<file path="src/sv/jgef_pkg.sv">
// jgef_pkg: widths, register codes, flag positions and item types
// shared by the joystick gesture event filter; no dependencies
package jgef_pkg;

  // field widths
  localparam int RAW_W      = 12;
  localparam int POS_W      = 8;
  localparam int FLAG_W     = 5;
  localparam int TIME_W     = 32;
  localparam int SEQ_W      = 32;
  localparam int MS_W       = 16;
  localparam int THR_W      = 8;
  localparam int TALLY_W    = 8;

  // axis scaling datapath
  localparam int CTR_W      = 18;
  localparam int MAG_W      = 16;
  localparam int FRAC_W     = 16;
  localparam int RECIP_W    = 23;
  localparam int QEST_W     = 7;
  localparam int M100_W     = 23;
  localparam int SCALE_MAX  = 100;
  localparam int QEST_SAT   = 101;
  localparam int AXIS_LAT   = 4;

  // decoupling queue
  localparam int Q_DEPTH    = 8;
  localparam int Q_PTR_W    = 3;
  localparam int Q_CNT_W    = 4;
  localparam int CREDIT_W   = 5;

  // configuration port
  localparam int CFG_IDX_W  = 8;
  localparam int CFG_DATA_W = 16;

  typedef enum logic [CFG_IDX_W-1:0] {
    REG_LONG_PRESS    = 8'd0,
    REG_DOUBLE_WINDOW = 8'd1,
    REG_CHANGE_THR    = 8'd2,
    REG_INVERT_Y      = 8'd3
  } cfg_reg_t;

  localparam logic [MS_W-1:0]  LONG_PRESS_RST    = 16'd700;
  localparam logic [MS_W-1:0]  DOUBLE_WINDOW_RST = 16'd300;
  localparam logic [THR_W-1:0] CHANGE_THR_RST    = 8'd2;
  localparam logic             INVERT_Y_RST      = 1'b1;

  // button flag bit positions
  localparam int FLAG_PRESS  = 0;
  localparam int FLAG_DOUBLE = 1;
  localparam int FLAG_LONG   = 2;
  localparam int FLAG_HOME   = 3;
  localparam int FLAG_BACK   = 4;

  localparam logic [TALLY_W-1:0] TALLY_MAX        = 8'd255;
  localparam logic [TALLY_W-1:0] TALLY_FIRST      = 8'd1;
  localparam logic [TALLY_W-1:0] DOUBLE_MIN_TALLY = 8'd2;

  // classified item between front and back
  typedef struct packed {
    logic signed [POS_W-1:0] x_pos;
    logic signed [POS_W-1:0] y_pos;
    logic                    stick;
    logic                    home;
    logic                    back;
    logic [TIME_W-1:0]       now_ms;
  } item_t;

  // settings used by the back end
  typedef struct packed {
    logic [MS_W-1:0]  long_press_ms;
    logic [MS_W-1:0]  double_press_window_ms;
    logic [THR_W-1:0] change_threshold;
  } back_cfg_t;

endpackage

</file>
<file path="src/sv/jgef_if.sv">
// jgef_if: valid/ready channel interfaces for samples, events and
// configuration writes; depends on jgef_pkg

// sample channel
interface jgef_in_if import jgef_pkg::*; ();
  logic              valid;
  logic              ready;
  logic [RAW_W-1:0]  raw_x;
  logic [RAW_W-1:0]  raw_y;
  logic              stick_pressed;
  logic              home_btn;
  logic              back_btn;
  logic [TIME_W-1:0] now_ms;

  modport source (output valid, raw_x, raw_y, stick_pressed, home_btn,
                  back_btn, now_ms, input ready);
  modport sink (input valid, raw_x, raw_y, stick_pressed, home_btn,
                back_btn, now_ms, output ready);
endinterface

// event channel
interface jgef_out_if import jgef_pkg::*; ();
  logic                    valid;
  logic                    ready;
  logic signed [POS_W-1:0] x_pos;
  logic signed [POS_W-1:0] y_pos;
  logic [FLAG_W-1:0]       button_flags;
  logic [SEQ_W-1:0]        sequence_res;

  modport source (output valid, x_pos, y_pos, button_flags, sequence_res,
                  input ready);
  modport sink (input valid, x_pos, y_pos, button_flags, sequence_res,
                output ready);
endinterface

// configuration write channel
interface jgef_cfg_if import jgef_pkg::*; ();
  logic                  valid;
  logic                  ready;
  logic [CFG_IDX_W-1:0]  index;
  logic [CFG_DATA_W-1:0] data;

  modport source (output valid, index, data, input ready);
  modport sink (input valid, index, data, output ready);
endinterface

</file>
<file path="src/sv/jgef_axis.sv">
// jgef_axis: four-stage pipeline that centres one axis sample, removes
// the deadzone and scales to -100..100; depends on jgef_pkg
module jgef_axis import jgef_pkg::*; #(
  parameter int ADC_CENTER = 2048,
  parameter int DEADZONE   = 164
) (
  input  logic                    clk,
  input  logic [RAW_W-1:0]        raw,
  input  logic                    inv,
  output logic signed [POS_W-1:0] pos
);

  localparam int     SPAN   = ADC_CENTER - DEADZONE;
  localparam bit     DEGEN  = (SPAN <= 0);
  localparam int     SPAN_C = DEGEN ? 1 : SPAN;
  localparam longint RECIP  = (longint'(SCALE_MAX) << FRAC_W) / SPAN_C;
  localparam int     PROD_W = MAG_W + RECIP_W;

  localparam logic [RECIP_W-1:0]       RECIP_V  = RECIP_W'(RECIP);
  localparam logic [MAG_W-1:0]         SPAN_V   = MAG_W'(SPAN_C);
  localparam logic [MAG_W-1:0]         DZ_V     = MAG_W'(DEADZONE);
  localparam logic signed [CTR_W-1:0]  CENTER_V = CTR_W'(ADC_CENTER);
  localparam logic [M100_W-1:0]        HUNDRED  = M100_W'(SCALE_MAX);
  localparam logic [QEST_W-1:0]        QSAT_V   = QEST_W'(QEST_SAT);
  localparam logic [POS_W-1:0]         QMAX_V   = POS_W'(SCALE_MAX);

  logic signed [CTR_W-1:0] ctr;
  logic signed [CTR_W-1:0] ctr_abs;
  logic [MAG_W-1:0]        mag;
  logic [MAG_W-1:0]        magd;

  logic                    zero1, neg1;
  logic [MAG_W-1:0]        magd1;

  logic [PROD_W-1:0]       prod;
  logic [PROD_W-FRAC_W-1:0] qraw;
  logic                    zero2, neg2, nz2;
  logic [QEST_W-1:0]       qest2;
  logic [M100_W-1:0]       m100_2;

  logic                    zero3, neg3, nz3;
  logic [QEST_W-1:0]       qest3;
  logic [M100_W-1:0]       m100_3;
  logic [M100_W-1:0]       back3;

  logic [M100_W-1:0]       rem;
  logic [POS_W-1:0]        qfix;
  logic [POS_W-1:0]        qlim;

  // centre, magnitude and deadzone removal
  always_comb begin
    ctr     = $signed({{(CTR_W-RAW_W){1'b0}}, raw}) - CENTER_V;
    ctr_abs = ctr[CTR_W-1] ? -ctr : ctr;
    mag     = ctr_abs[MAG_W-1:0];
    magd    = mag - DZ_V;
  end

  // stage 1
  always_ff @(posedge clk) begin
    zero1 <= (mag < DZ_V);
    neg1  <= ctr[CTR_W-1];
    magd1 <= magd;
  end

  // stage 2: reciprocal estimate of magd*100/span, saturated above 101
  always_comb begin
    prod = {{RECIP_W{1'b0}}, magd1} * {{MAG_W{1'b0}}, RECIP_V};
    qraw = prod[PROD_W-1:FRAC_W];
  end

  always_ff @(posedge clk) begin
    zero2  <= zero1;
    neg2   <= neg1;
    nz2    <= (magd1 != '0);
    qest2  <= (qraw > (PROD_W-FRAC_W)'(QEST_SAT)) ? QSAT_V : qraw[QEST_W-1:0];
    m100_2 <= {{(M100_W-MAG_W){1'b0}}, magd1} * HUNDRED;
  end

  // stage 3: estimate times span for the remainder check
  always_ff @(posedge clk) begin
    zero3  <= zero2;
    neg3   <= neg2;
    nz3    <= nz2;
    qest3  <= qest2;
    m100_3 <= m100_2;
    back3  <= {{(M100_W-QEST_W){1'b0}}, qest2} * {{(M100_W-MAG_W){1'b0}}, SPAN_V};
  end

  // stage 4: correct by one, clamp, apply sign and inversion
  always_comb begin
    rem  = m100_3 - back3;
    qfix = {1'b0, qest3} + POS_W'(rem >= {{(M100_W-MAG_W){1'b0}}, SPAN_V});
    if (DEGEN) begin
      qlim = nz3 ? QMAX_V : '0;
    end else begin
      qlim = (qfix > QMAX_V) ? QMAX_V : qfix;
    end
  end

  always_ff @(posedge clk) begin
    if (zero3) begin
      pos <= '0;
    end else if (neg3 ^ inv) begin
      pos <= -$signed(qlim);
    end else begin
      pos <= $signed(qlim);
    end
  end

endmodule

</file>
<file path="src/sv/jgef_front.sv">
// jgef_front: accepts sample items, scales both axes and hands classified
// items to the queue with credit flow control; depends on jgef_pkg,
// jgef_if and jgef_axis
module jgef_front import jgef_pkg::*; #(
  parameter int ADC_CENTER = 2048,
  parameter int DEADZONE   = 164
) (
  input  logic               clk,
  input  logic               rst,
  jgef_in_if.sink            samp,
  input  logic               invert_y,
  input  logic [Q_CNT_W-1:0] q_count,
  output logic               push,
  output item_t              push_item
);

  typedef struct packed {
    logic              stick;
    logic              home;
    logic              back;
    logic [TIME_W-1:0] now_ms;
  } side_t;

  logic [AXIS_LAT-1:0]     vld;
  side_t                   side [AXIS_LAT];
  logic [CREDIT_W-1:0]     credit;
  logic                    accept;
  logic signed [POS_W-1:0] x_pos, y_pos;

  // room in the queue for everything already in flight
  assign credit = {{(CREDIT_W-Q_CNT_W){1'b0}}, q_count} + CREDIT_W'($countones(vld));
  assign samp.ready = (credit < CREDIT_W'(Q_DEPTH));
  assign accept = samp.valid && samp.ready;

  // item valid pipeline
  always_ff @(posedge clk) begin
    if (rst) begin
      vld <= '0;
    end else begin
      vld <= {vld[AXIS_LAT-2:0], accept};
    end
  end

  // buttons and time ride alongside the axis pipeline
  always_ff @(posedge clk) begin
    side[0] <= '{stick: samp.stick_pressed, home: samp.home_btn,
                 back: samp.back_btn, now_ms: samp.now_ms};
    for (int i = 1; i < AXIS_LAT; i++) begin
      side[i] <= side[i-1];
    end
  end

  jgef_axis #(.ADC_CENTER(ADC_CENTER), .DEADZONE(DEADZONE)) u_axis_x (
    .clk (clk),
    .raw (samp.raw_x),
    .inv (1'b0),
    .pos (x_pos)
  );

  jgef_axis #(.ADC_CENTER(ADC_CENTER), .DEADZONE(DEADZONE)) u_axis_y (
    .clk (clk),
    .raw (samp.raw_y),
    .inv (invert_y),
    .pos (y_pos)
  );

  // hand-off to the queue
  assign push = vld[AXIS_LAT-1];
  always_comb begin
    push_item.x_pos  = x_pos;
    push_item.y_pos  = y_pos;
    push_item.stick  = side[AXIS_LAT-1].stick;
    push_item.home   = side[AXIS_LAT-1].home;
    push_item.back   = side[AXIS_LAT-1].back;
    push_item.now_ms = side[AXIS_LAT-1].now_ms;
  end

endmodule

</file>
<file path="src/sv/jgef_queue.sv">
// jgef_queue: short register queue of classified items between front
// and back; depends on jgef_pkg
module jgef_queue import jgef_pkg::*; (
  input  logic               clk,
  input  logic               rst,
  input  logic               push,
  input  item_t              push_item,
  input  logic               pop,
  output item_t              head,
  output logic [Q_CNT_W-1:0] count
);

  item_t              slots [Q_DEPTH];
  logic [Q_PTR_W-1:0] wr_ptr, rd_ptr;

  // pointers and fill count
  always_ff @(posedge clk) begin
    if (rst) begin
      wr_ptr <= '0;
      rd_ptr <= '0;
      count  <= '0;
    end else begin
      if (push) begin
        wr_ptr <= wr_ptr + 1'b1;
      end
      if (pop) begin
        rd_ptr <= rd_ptr + 1'b1;
      end
      count <= count + Q_CNT_W'(push) - Q_CNT_W'(pop);
    end
  end

  // storage
  always_ff @(posedge clk) begin
    if (push) begin
      slots[wr_ptr] <= push_item;
    end
  end

  assign head = slots[rd_ptr];

endmodule

</file>
<file path="src/sv/jgef_back.sv">
// jgef_back: button gesture state, change detection and the event output
// register; depends on jgef_pkg and jgef_if
module jgef_back import jgef_pkg::*; (
  input  logic      clk,
  input  logic      rst,
  input  back_cfg_t cfg,
  input  logic      q_valid,
  input  item_t     head,
  output logic      pop,
  jgef_out_if.source evt
);

  logic                    was_pressed;
  logic [TIME_W-1:0]       press_start_time;
  logic                    long_fired;
  logic [TALLY_W-1:0]      press_tally;
  logic [TIME_W-1:0]       previous_press_time;
  logic signed [POS_W-1:0] sent_x, sent_y;
  logic [FLAG_W-1:0]       sent_buttons;
  logic [SEQ_W-1:0]        event_count;

  logic                    out_valid;
  logic signed [POS_W-1:0] out_x, out_y;
  logic [FLAG_W-1:0]       out_flags;
  logic [SEQ_W-1:0]        out_seq;

  logic                    rising, in_window, long_hit, dbl_hit, changed;
  logic [TIME_W-1:0]       gap, held;
  logic [TALLY_W-1:0]      tally_upd;
  logic [FLAG_W-1:0]       flags;
  logic signed [POS_W:0]   dx, dy;
  logic [POS_W:0]          adx, ady;

  // take the next item when the output register is free or draining
  assign pop = q_valid && (!out_valid || evt.ready);

  // gesture flags and change test
  always_comb begin
    rising    = head.stick && !was_pressed;
    gap       = head.now_ms - previous_press_time;
    held      = head.now_ms - press_start_time;
    in_window = gap < {{(TIME_W-MS_W){1'b0}}, cfg.double_press_window_ms};
    if (!in_window) begin
      tally_upd = TALLY_FIRST;
    end else if (press_tally != TALLY_MAX) begin
      tally_upd = press_tally + 1'b1;
    end else begin
      tally_upd = press_tally;
    end
    // a fresh press has zero hold time, so it never fires long
    long_hit = head.stick && !rising && !long_fired &&
               (held > {{(TIME_W-MS_W){1'b0}}, cfg.long_press_ms});
    dbl_hit  = !head.stick && was_pressed && (press_tally >= DOUBLE_MIN_TALLY);

    flags              = '0;
    flags[FLAG_PRESS]  = head.stick;
    flags[FLAG_DOUBLE] = dbl_hit;
    flags[FLAG_LONG]   = long_hit;
    flags[FLAG_HOME]   = head.home;
    flags[FLAG_BACK]   = head.back;

    dx  = {head.x_pos[POS_W-1], head.x_pos} - {sent_x[POS_W-1], sent_x};
    dy  = {head.y_pos[POS_W-1], head.y_pos} - {sent_y[POS_W-1], sent_y};
    adx = dx[POS_W] ? $unsigned(-dx) : $unsigned(dx);
    ady = dy[POS_W] ? $unsigned(-dy) : $unsigned(dy);
    changed = (adx > {1'b0, cfg.change_threshold}) ||
              (ady > {1'b0, cfg.change_threshold}) ||
              (flags != sent_buttons);
  end

  // state update and output register
  always_ff @(posedge clk) begin
    if (rst) begin
      was_pressed         <= 1'b0;
      press_start_time    <= '0;
      long_fired          <= 1'b0;
      press_tally         <= '0;
      previous_press_time <= '0;
      sent_x              <= '0;
      sent_y              <= '0;
      sent_buttons        <= '0;
      event_count         <= '0;
      out_valid           <= 1'b0;
    end else begin
      if (pop && changed) begin
        out_valid <= 1'b1;
      end else if (evt.ready) begin
        out_valid <= 1'b0;
      end
      if (pop) begin
        was_pressed <= head.stick;
        if (rising) begin
          press_start_time    <= head.now_ms;
          previous_press_time <= head.now_ms;
          press_tally         <= tally_upd;
          long_fired          <= 1'b0;
        end else if (long_hit) begin
          long_fired <= 1'b1;
        end
        if (changed) begin
          event_count  <= event_count + 1'b1;
          sent_x       <= head.x_pos;
          sent_y       <= head.y_pos;
          sent_buttons <= flags;
        end
      end
    end
  end

  // event payload
  always_ff @(posedge clk) begin
    if (pop && changed) begin
      out_x     <= head.x_pos;
      out_y     <= head.y_pos;
      out_flags <= flags;
      out_seq   <= event_count + 1'b1;
    end
  end

  assign evt.valid        = out_valid;
  assign evt.x_pos        = out_x;
  assign evt.y_pos        = out_y;
  assign evt.button_flags = out_flags;
  assign evt.sequence_res = out_seq;

endmodule

</file>
<file path="src/sv/joystick_gesture_event_filter.sv">
// joystick_gesture_event_filter: top level with configuration registers,
// front end, item queue and back end; depends on jgef_pkg, jgef_if,
// jgef_front, jgef_queue and jgef_back
//
//   channel  | role   | carries
//   ---------+--------+-------------------------------------------------
//   samp     | sink   | raw_x, raw_y, stick/home/back levels, now_ms
//   evt      | source | x_pos, y_pos, button_flags, sequence_res
//   cfg      | sink   | index, data (always ready)
//
// one sample item per cycle while samp.ready is high; each event is
// registered through the four-stage axis scaling pipeline, one queue
// slot and the output register.
// reset is synchronous and clears control state and restores the register
// defaults. samp.ready drops while the queue and the items in flight fill
// all eight queue slots; the back end only waits on a held event.
module joystick_gesture_event_filter import jgef_pkg::*; #(
  parameter int ADC_CENTER = 2048,
  parameter int DEADZONE   = 164
) (
  input  logic       clk,
  input  logic       rst,
  jgef_in_if.sink    samp,
  jgef_out_if.source evt,
  jgef_cfg_if.sink   cfg
);

  back_cfg_t          back_cfg;
  logic               invert_y;
  logic               push, pop;
  item_t              push_item, head;
  logic [Q_CNT_W-1:0] q_count;

  // configuration registers
  assign cfg.ready = 1'b1;

  always_ff @(posedge clk) begin
    if (rst) begin
      back_cfg.long_press_ms          <= LONG_PRESS_RST;
      back_cfg.double_press_window_ms <= DOUBLE_WINDOW_RST;
      back_cfg.change_threshold       <= CHANGE_THR_RST;
      invert_y                        <= INVERT_Y_RST;
    end else if (cfg.valid && cfg.ready) begin
      unique case (cfg.index)
        REG_LONG_PRESS:    back_cfg.long_press_ms          <= cfg.data[MS_W-1:0];
        REG_DOUBLE_WINDOW: back_cfg.double_press_window_ms <= cfg.data[MS_W-1:0];
        REG_CHANGE_THR:    back_cfg.change_threshold       <= cfg.data[THR_W-1:0];
        REG_INVERT_Y:      invert_y                        <= cfg.data[0];
        default: ;
      endcase
    end
  end

  jgef_front #(.ADC_CENTER(ADC_CENTER), .DEADZONE(DEADZONE)) u_front (
    .clk       (clk),
    .rst       (rst),
    .samp      (samp),
    .invert_y  (invert_y),
    .q_count   (q_count),
    .push      (push),
    .push_item (push_item)
  );

  jgef_queue u_queue (
    .clk       (clk),
    .rst       (rst),
    .push      (push),
    .push_item (push_item),
    .pop       (pop),
    .head      (head),
    .count     (q_count)
  );

  jgef_back u_back (
    .clk     (clk),
    .rst     (rst),
    .cfg     (back_cfg),
    .q_valid (q_count != '0),
    .head    (head),
    .pop     (pop),
    .evt     (evt)
  );

  // credit scheme never overfills the queue
  a_no_overflow: assert property (@(posedge clk) disable iff (rst)
    push && !pop |-> q_count < Q_CNT_W'(Q_DEPTH))
    else $error("item queue overflow");

  // scaled axes stay within range
  a_pos_range: assert property (@(posedge clk) disable iff (rst)
    evt.valid |-> (evt.x_pos <= 8'sd100) && (evt.x_pos >= -8'sd100) &&
                  (evt.y_pos <= 8'sd100) && (evt.y_pos >= -8'sd100))
    else $error("axis value out of range");

  // back-to-back events carry consecutive sequence numbers
  a_seq_step: assert property (@(posedge clk) disable iff (rst)
    evt.valid && evt.ready |=>
      !evt.valid || (evt.sequence_res == SEQ_W'($past(evt.sequence_res) + 1'b1)))
    else $error("event sequence skipped");

endmodule

</file>
<file path="src/flat_wrapper.sv">
// flat-port wrapper written by rule: the top's interface ports become plain ports
module joystick_gesture_event_filter_flat import jgef_pkg::*;
#(
  parameter int ADC_CENTER = 2048,
  parameter int DEADZONE   = 164
)
  (clk, rst, samp_valid, samp_raw_x, samp_raw_y, samp_stick_pressed, samp_home_btn, samp_back_btn, samp_now_ms, samp_ready, evt_valid, evt_x_pos, evt_y_pos, evt_button_flags, evt_sequence_res, evt_ready, cfg_valid, cfg_index, cfg_data, cfg_ready);
  jgef_in_if samp_i ();
  jgef_out_if evt_i ();
  jgef_cfg_if cfg_i ();
  input  logic clk;
  input  logic rst;
  input wire logic [$bits(samp_i.valid)-1:0] samp_valid;
  input wire logic [$bits(samp_i.raw_x)-1:0] samp_raw_x;
  input wire logic [$bits(samp_i.raw_y)-1:0] samp_raw_y;
  input wire logic [$bits(samp_i.stick_pressed)-1:0] samp_stick_pressed;
  input wire logic [$bits(samp_i.home_btn)-1:0] samp_home_btn;
  input wire logic [$bits(samp_i.back_btn)-1:0] samp_back_btn;
  input wire logic [$bits(samp_i.now_ms)-1:0] samp_now_ms;
  output wire logic [$bits(samp_i.ready)-1:0] samp_ready;
  output wire logic [$bits(evt_i.valid)-1:0] evt_valid;
  output wire logic [$bits(evt_i.x_pos)-1:0] evt_x_pos;
  output wire logic [$bits(evt_i.y_pos)-1:0] evt_y_pos;
  output wire logic [$bits(evt_i.button_flags)-1:0] evt_button_flags;
  output wire logic [$bits(evt_i.sequence_res)-1:0] evt_sequence_res;
  input wire logic [$bits(evt_i.ready)-1:0] evt_ready;
  input wire logic [$bits(cfg_i.valid)-1:0] cfg_valid;
  input wire logic [$bits(cfg_i.index)-1:0] cfg_index;
  input wire logic [$bits(cfg_i.data)-1:0] cfg_data;
  output wire logic [$bits(cfg_i.ready)-1:0] cfg_ready;
  assign samp_i.valid = samp_valid;
  assign samp_i.raw_x = samp_raw_x;
  assign samp_i.raw_y = samp_raw_y;
  assign samp_i.stick_pressed = samp_stick_pressed;
  assign samp_i.home_btn = samp_home_btn;
  assign samp_i.back_btn = samp_back_btn;
  assign samp_i.now_ms = samp_now_ms;
  assign samp_ready = samp_i.ready;
  assign evt_valid = evt_i.valid;
  assign evt_x_pos = evt_i.x_pos;
  assign evt_y_pos = evt_i.y_pos;
  assign evt_button_flags = evt_i.button_flags;
  assign evt_sequence_res = evt_i.sequence_res;
  assign evt_i.ready = evt_ready;
  assign cfg_i.valid = cfg_valid;
  assign cfg_i.index = cfg_index;
  assign cfg_i.data = cfg_data;
  assign cfg_ready = cfg_i.ready;
  joystick_gesture_event_filter #(.ADC_CENTER(ADC_CENTER), .DEADZONE(DEADZONE)) u_core (.clk(clk), .rst(rst), .samp(samp_i), .evt(evt_i), .cfg(cfg_i));
endmodule
</file>
<file path="config.mk">
export PLATFORM = sky130hd
export DESIGN_NAME = joystick_gesture_event_filter_flat
export DESIGN_NICKNAME = d
export VERILOG_FILES = /design/src/sv/jgef_pkg.sv /design/src/sv/jgef_if.sv /design/src/sv/jgef_axis.sv /design/src/sv/jgef_front.sv /design/src/sv/jgef_queue.sv /design/src/sv/jgef_back.sv /design/src/sv/joystick_gesture_event_filter.sv /design/src/flat_wrapper.sv
export SDC_FILE = /design/constraint.sdc
export NUM_CORES = 2
export LEC_CHECK = 0
export ABC_CLOCK_PERIOD_IN_PS = 7100
export BUFFER_PORTS_ARGS = -buffer_cell sky130_fd_sc_hd__buf_2
export CORE_MARGIN = 4
export CORE_UTILIZATION = 40
export CTS_BUF_LIST = sky130_fd_sc_hd__clkbuf_8 sky130_fd_sc_hd__clkbuf_16
export DETAILED_ROUTE_END_ITERATION = 16
export HOLD_SLACK_MARGIN = 0.08
export PLACE_DENSITY = 0.55
export SETUP_SLACK_MARGIN = 0.5
export SYNTH_ARGS = -nofsm -noshare
export SYNTH_HDL_FRONTEND = slang
export SYNTH_HIERARCHICAL = 1
export SYNTH_SLANG_ARGS = --single-unit
</file>
<file path="constraint.sdc">
create_clock -name clk -period 7.1 [get_ports clk]
set_input_delay 0 -clock clk [delete_from_list [all_inputs] [get_ports clk]]
set_output_delay 0 -clock clk [all_outputs]
set_load 0.02 [all_outputs]
</file>
---- Yosys cells after proc, flatten, opt, wreduce, memory -nomap -nowiden ----
Memory sizes are Yosys's and may differ from the RTL's. A register that Yosys moved wholly into a read port is not among the register bits.
Cells that the tools add are included.
storage, ports and cells
  flip-flop bits (word level) ............. 408
  bits in latches ......................... 0
  memory bits (writable) .................. 548
  bits in read-only memories .............. 0
  input port bits ......................... 88
  word-level logic and storage cells ...... 150
  memories ................................ 2
operators by class
  add/sub/neg operators ................... 27
  $mul .................................... 6
  div/mod/pow operators ................... 0
  $lt $le $gt $ge ......................... 14
  eq/ne operators ......................... 6
  shift operators ......................... 0
  muxes and demuxes ....................... 18
  bitwise gates (word level) .............. 1
  reduce and logical (&&, ||, !) cells .... 29
memories
  memory                depth  width  read ports  clocked after memory_dff  wr ports  RTL line          source
  u_core.u_queue.slots  8      51     1           1                         1         jgef_queue.sv:13  item_t slots [Q_DEPTH];
  u_core.u_front.side   4      35     4           0                         4         jgef_front.sv:25  side_t side [AXIS_LAT];
operators with widths
  kind                      number
  $mul A16 B11 Y27 const B  2
  $mux W8                   6
  $ge A23 B11 Y1 const B    2
  $sub A23 B18 Y23          2
  $mul A16 B5 Y21 const B   2
  $add A32 B1 Y32 const B   1
  $gt A32 B16 Y1            1
  $lt A16 B8 Y1 const B     2
  $lt A32 B16 Y1            1
  $mul A7 B9 Y16 const B    2
  $mux W16                  2
  $neg A13 Y16              2
  $sub A16 B8 Y16 const B   2
  $sub A32 B32 Y32          1
  $sub A12 B12 Y13 const B  2
  $gt A12 B7 Y1 const B     2
  $gt A9 B8 Y1              2
  $mux W9                   2
  $neg A9 Y9                2
  $sub A8 B8 Y9             2
  $add A7 B1 Y8             2
  $eq A8 B2 Y1 const B      2
  $gt A8 B7 Y1 const B      2
  $neg A8 Y8                2
  24 further kinds          53

---- Depth between registers and ports, before layout ----
  depth in word-level cells ............... 10
  depth in mapped cells ................... 31

---- Hierarchy ----
The synthesis kept the hierarchy.
modules (own cells, without submodules)
  module                               times used  cells an instance  area an instance (µm²)
  jgef_queue                           1           654                15,886.5
  jgef_back                            1           1,164              9,957.0
  jgef_axis (u_core.u_front.u_axis_y)  1           1,010              9,571.7
  jgef_axis (u_core.u_front.u_axis_x)  1           1,000              9,566.7
  jgef_front                           1           156                2,990.4
  joystick_gesture_event_filter        1           169                1,775.5

---- Least setup slack after synthesis ----
No wires, ideal clock.
  kind .................................... flip-flop to flip-flop
  start ................................... register (tool-made name)
  end ..................................... register u_core.u_back.out_flags[0] (netlist: u_core/u_back/evt.button_flags[0]), enable pin
  library setup time ...................... 0.407 ns
  arrival time ............................ 6.149 ns
  data required time ...................... 6.693 ns
  slack ................................... 0.543 ns
  cell stages (with the launch flop) ...... 27
  path buffers ............................ 6
  clock period less this slack ............ 6.557 ns
  cell sequence ........................... dfxtp_1 > buf_4 > buf_6 > mux4_2 > mux2_2 > ha_1 > clkbuf_2 > nand4_1 > or4_1 > a21oi_1 > a211o_2 > xor2_1 > ha_1 > nand4_1 > nor2_1 > nand2_1 > o32ai_1 > a2111oi_0 > o22ai_1 > nor4_1 > nand4_2 > a21oi_2 > o31ai_4 > buf_6 > buf_6 > buf_8 > inv_1
RTL lines
  item                  RTL line          source
  end signal, assigned  jgef_back.sv:115  out_flags <= flags;
  end, declared         jgef_back.sv:24   logic [FLAG_W-1:0] out_flags;

==> results.json <==
{
  "drv_cap": 0,
  "rsz0062_at_grt": "no",
  "syn_inst": 4153,
  "slew_headroom_pct": 26.6,
  "syn_area_per_cell_um2": 12.0,
  "grt.total_usage_pct": 16.4,
  "cts_tree": "done",
  "fin_skew_ns": 0.0609,
  "root_buffer": "clkbuf_16",
  "wl_per_cell_um": 17.1,
  "critPathCaptureType": "flop",
  "synth_cell_types": 108,
  "area_growth_pct": 16.2,
  "die_area_um2": 130000,
  "ys_seq_area_share_pct": 47.8,
  "maxSlewViolCount": 0,
  "grt_pass1_vias": 31562,
  "coreArea_um2": 124000,
  "ys_seq_elements": 957,
  "gp_congestion": 0.826,
  "tightest_slew_ns": 1.10,
  "rows": 129,
  "antenna_left": 0,
  "syn_area_um2": 49700,
  "ys_async_sr_fraction_pct": 0,
  "cp_max_fo": 55,
  "first_pass_iters": 5,
  "nets": 5230,
  "gr-total-overflow": 0,
  "start_util_pct": 40.2,
  "worstPathRequired_ns": 7.69,
  "tns_ns": 0,
  "port_buffers": 142,
  "viasPerCell": 4.98,
  "num_vias": 31061,
  "cts_sinks": 957,
  "clock_path_buffers": 3,
  "first_iter_violations": 1608,
  "setup-violations-final": 0,
  "htreeDepth": 3,
  "cts-buffers-inserted": 102,
  "multi_input_area_um2": 23700,
  "status": "completed",
  "insertion_delay_ns": 0.71,
  "die_w_um": 361,
  "crit_type": "flop to flop",
  "hpwl_um": 74200,
  "hp-class": "primary input to flop",
  "max_freq_mhz": 160,
  "finalNonFillerCells": 6236,
  "routed_wl_um": 107000,
  "seq_area_um2": 23800,
  "dp_cells": 5860,
  "grt_pass1_wl_um": 172000,
  "crit_arrival_ns": 6.85,
  "synth_edf_count": 461,
  "nFillCells": 11283,
  "grt_max_degree": 117,
  "drc_errors": 0,
  "die_h_um": 361,
  "cts.clk_slew.worst_paths_ns": 0.06,
  "start_kind": "flop",
  "yosys_most_used_dff": "dfxtp_1",
  "finalCriticalPeriod_ns": 6.25,
  "yosysWarnings": 6,
  "hold_viol": 0,
  "drive_gt1_share_pct": 12.8,
  "r2r_setup_slack_ns": 0.85,
  "antenna_found_initial": 3,
  "ios": 144,
  "min_period_over_period_pct": 88.1
}
critical path, stage by stage, from the launching register on:
cell,delay (ns)
dfxtp_4,0.40
buf_4,0.16
buf_16,0.17
mux4_2,0.51
mux2_2,0.31
ha_1,0.39
nand2_1,0.14
or4_1,0.53
a21oi_1,0.14
a211o_2,0.22
xor2_1,0.23
ha_1,0.28
nand4_1,0.10
nor2_1,0.08
nand2_1,0.09
o32ai_1,0.09
a2111oi_1,0.36
o22ai_1,0.16
nor4_2,0.19
nand4_2,0.27
a21oi_4,0.26
o31ai_4,0.07
buf_4,0.16
buf_12,0.17
nor4_1,0.31
mux2_2,0.36
state kept, by name, indices dropped and copies added, names as in the netlist, 15 cells and up, named ones only:
signal,cells
u_core/back_cfg,40
u_core/u_back/event_count,32
u_core/u_back/evt.sequence_res,32
u_core/u_back/previous_press_time,32
u_core/u_front/side,140
u_core/u_front/u_axis_x/back3,15
u_core/u_front/u_axis_x/m100_2,21
u_core/u_front/u_axis_x/m100_3,21
u_core/u_front/u_axis_x/magd1,16
u_core/u_front/u_axis_y/back3,15
u_core/u_front/u_axis_y/m100_2,21
u_core/u_front/u_axis_y/m100_3,21
u_core/u_front/u_axis_y/magd1,16
u_core/u_queue/slots,408
cell type report:
class	instances	share of cell area [%]
Antenna cell	1	0.00433
Clock buffer	117	4.81
Clock inverter	75	1.31
Inverter	505	3.28
Multi-Input combinational cell	2591	40.9
Sequential cell	957	41.1
Tap cell	1637	3.54
Timing Repair Buffer	353	5.00
routing by layer:
metal	vias to the layer above	GRT usage (%)	wire length, µm
li1	15379	-	-
met1	15070	22.4	49700
met2	478	27.5	51100
met3	134	2.57	3940
met4	0	3.76	2130
met5	-	0	0
synth_stat cells, types with 9 or more instances:
master	instances	area [µm²]
a21o_1	54	405
edfxtp_1	461	13800
buf_1	9	33.8
nand3_1	64	320
nand3b_1	13	97.6
or2_2	10	62.6
inv_1	504	1890
o211ai_1	15	113
mux2_2	64	721
fa_1	185	3700
nor4_1	15	93.8
xnor2_1	159	1390
mux4_2	102	2300
nand2_1	195	732
xor2_1	75	657
mux2i_1	74	741
nand2b_1	84	526
clkbuf_1	55	206
and3_1	31	194
nor3_1	69	345
nor2b_1	37	231
buf_2	13	65.1
a31oi_1	27	169
nor2_1	230	863
o21ai_1	12	60.1
ha_1	447	5590
a211oi_1	18	135
or3_1	34	213
and2_1	12	75.1
buf_6	14	158
dfxtp_1	496	9930
o21ai_0	100	500
o21bai_1	19	143
a21oi_1	211	1060
nand4_1	31	194
o21a_1	23	173
final timing paths:
| check | start | end | cells past startpoint |
|---|---|---|---|
| setup / recovery | flop | u_core/u_back/event_count[23] | 25 |
| hold / removal | cfg_data[2] | u_core/back_cfg[26] | 4 |
| setup reg to reg | flop | u_core/u_back/event_count[23] | 25 |
| hold reg to reg | u_core/u_front/side[0][26] | u_core/u_front/side[1][26] | 0 |
cells in the final DEF (no fill, tap or decap), drive strengths merged, types with 28 or more instances in the layout:
cell type    instances
xnor2              159
nand3               64
nand4               32
nor2               230
edfxtp             461
mux2i               74
ha                 447
dlygate4sd3        167
inv                535
mux2                64
clkbuf             120
a31oi               28
mux4               102
dfxtp              496
nand2              195
a21o                55
nor3                71
o21ai              113
buf                183
fa                 185
a21oi              215
or3                 35
xor2                75
nor2b               37
and3                35
nand2b              84
kinds of logic (layout without fill, tap and decap cells):
group                    after synthesis  count (layout)  share of synthesized area [%]
other                                  2               4                         0.0151
AO/OA/AOI/OAI                        604             604                           7.98
AND/OR/NAND/NOR                      878             878                           8.92
flip-flops                           957             957                           47.8
XOR/XNOR                             234             234                           4.12
multiplexers                         240             240                           7.56
adder cells (fa/ha/maj)              632             632                           18.7
buffers and inverters                606            1050                           4.94
per-stage QoR:
stage | instance area (µm²) | setup WS (ns) | hold WS (ns) | util, %
6_report | 57800 | 0.845 | 0.138 | 46.8
2_1_floorplan | 49800 | 0.543 | 0.0277 | -
3_3_place_gp | 52300 | 0.722 | 0.102 | 42.3
3_5_place_dp | 52300 | 0.685 | 0.104 | 42.3
5_1_grt | 57800 | 0.488 | 0.126 | 46.8
4_1_cts | 57500 | 0.656 | 0.0838 | 46.5
timing repair:
action,in CTS,in global routing
hold buffers,167,0
setup endpoints to repair,0,108
resized for setup,0,20
buffers inserted,0,14
endpoints found under the hold margin,163,0
Power is not shown: default switching activity piles up to over one toggle a cycle in this logic, so the estimate is an artifact.
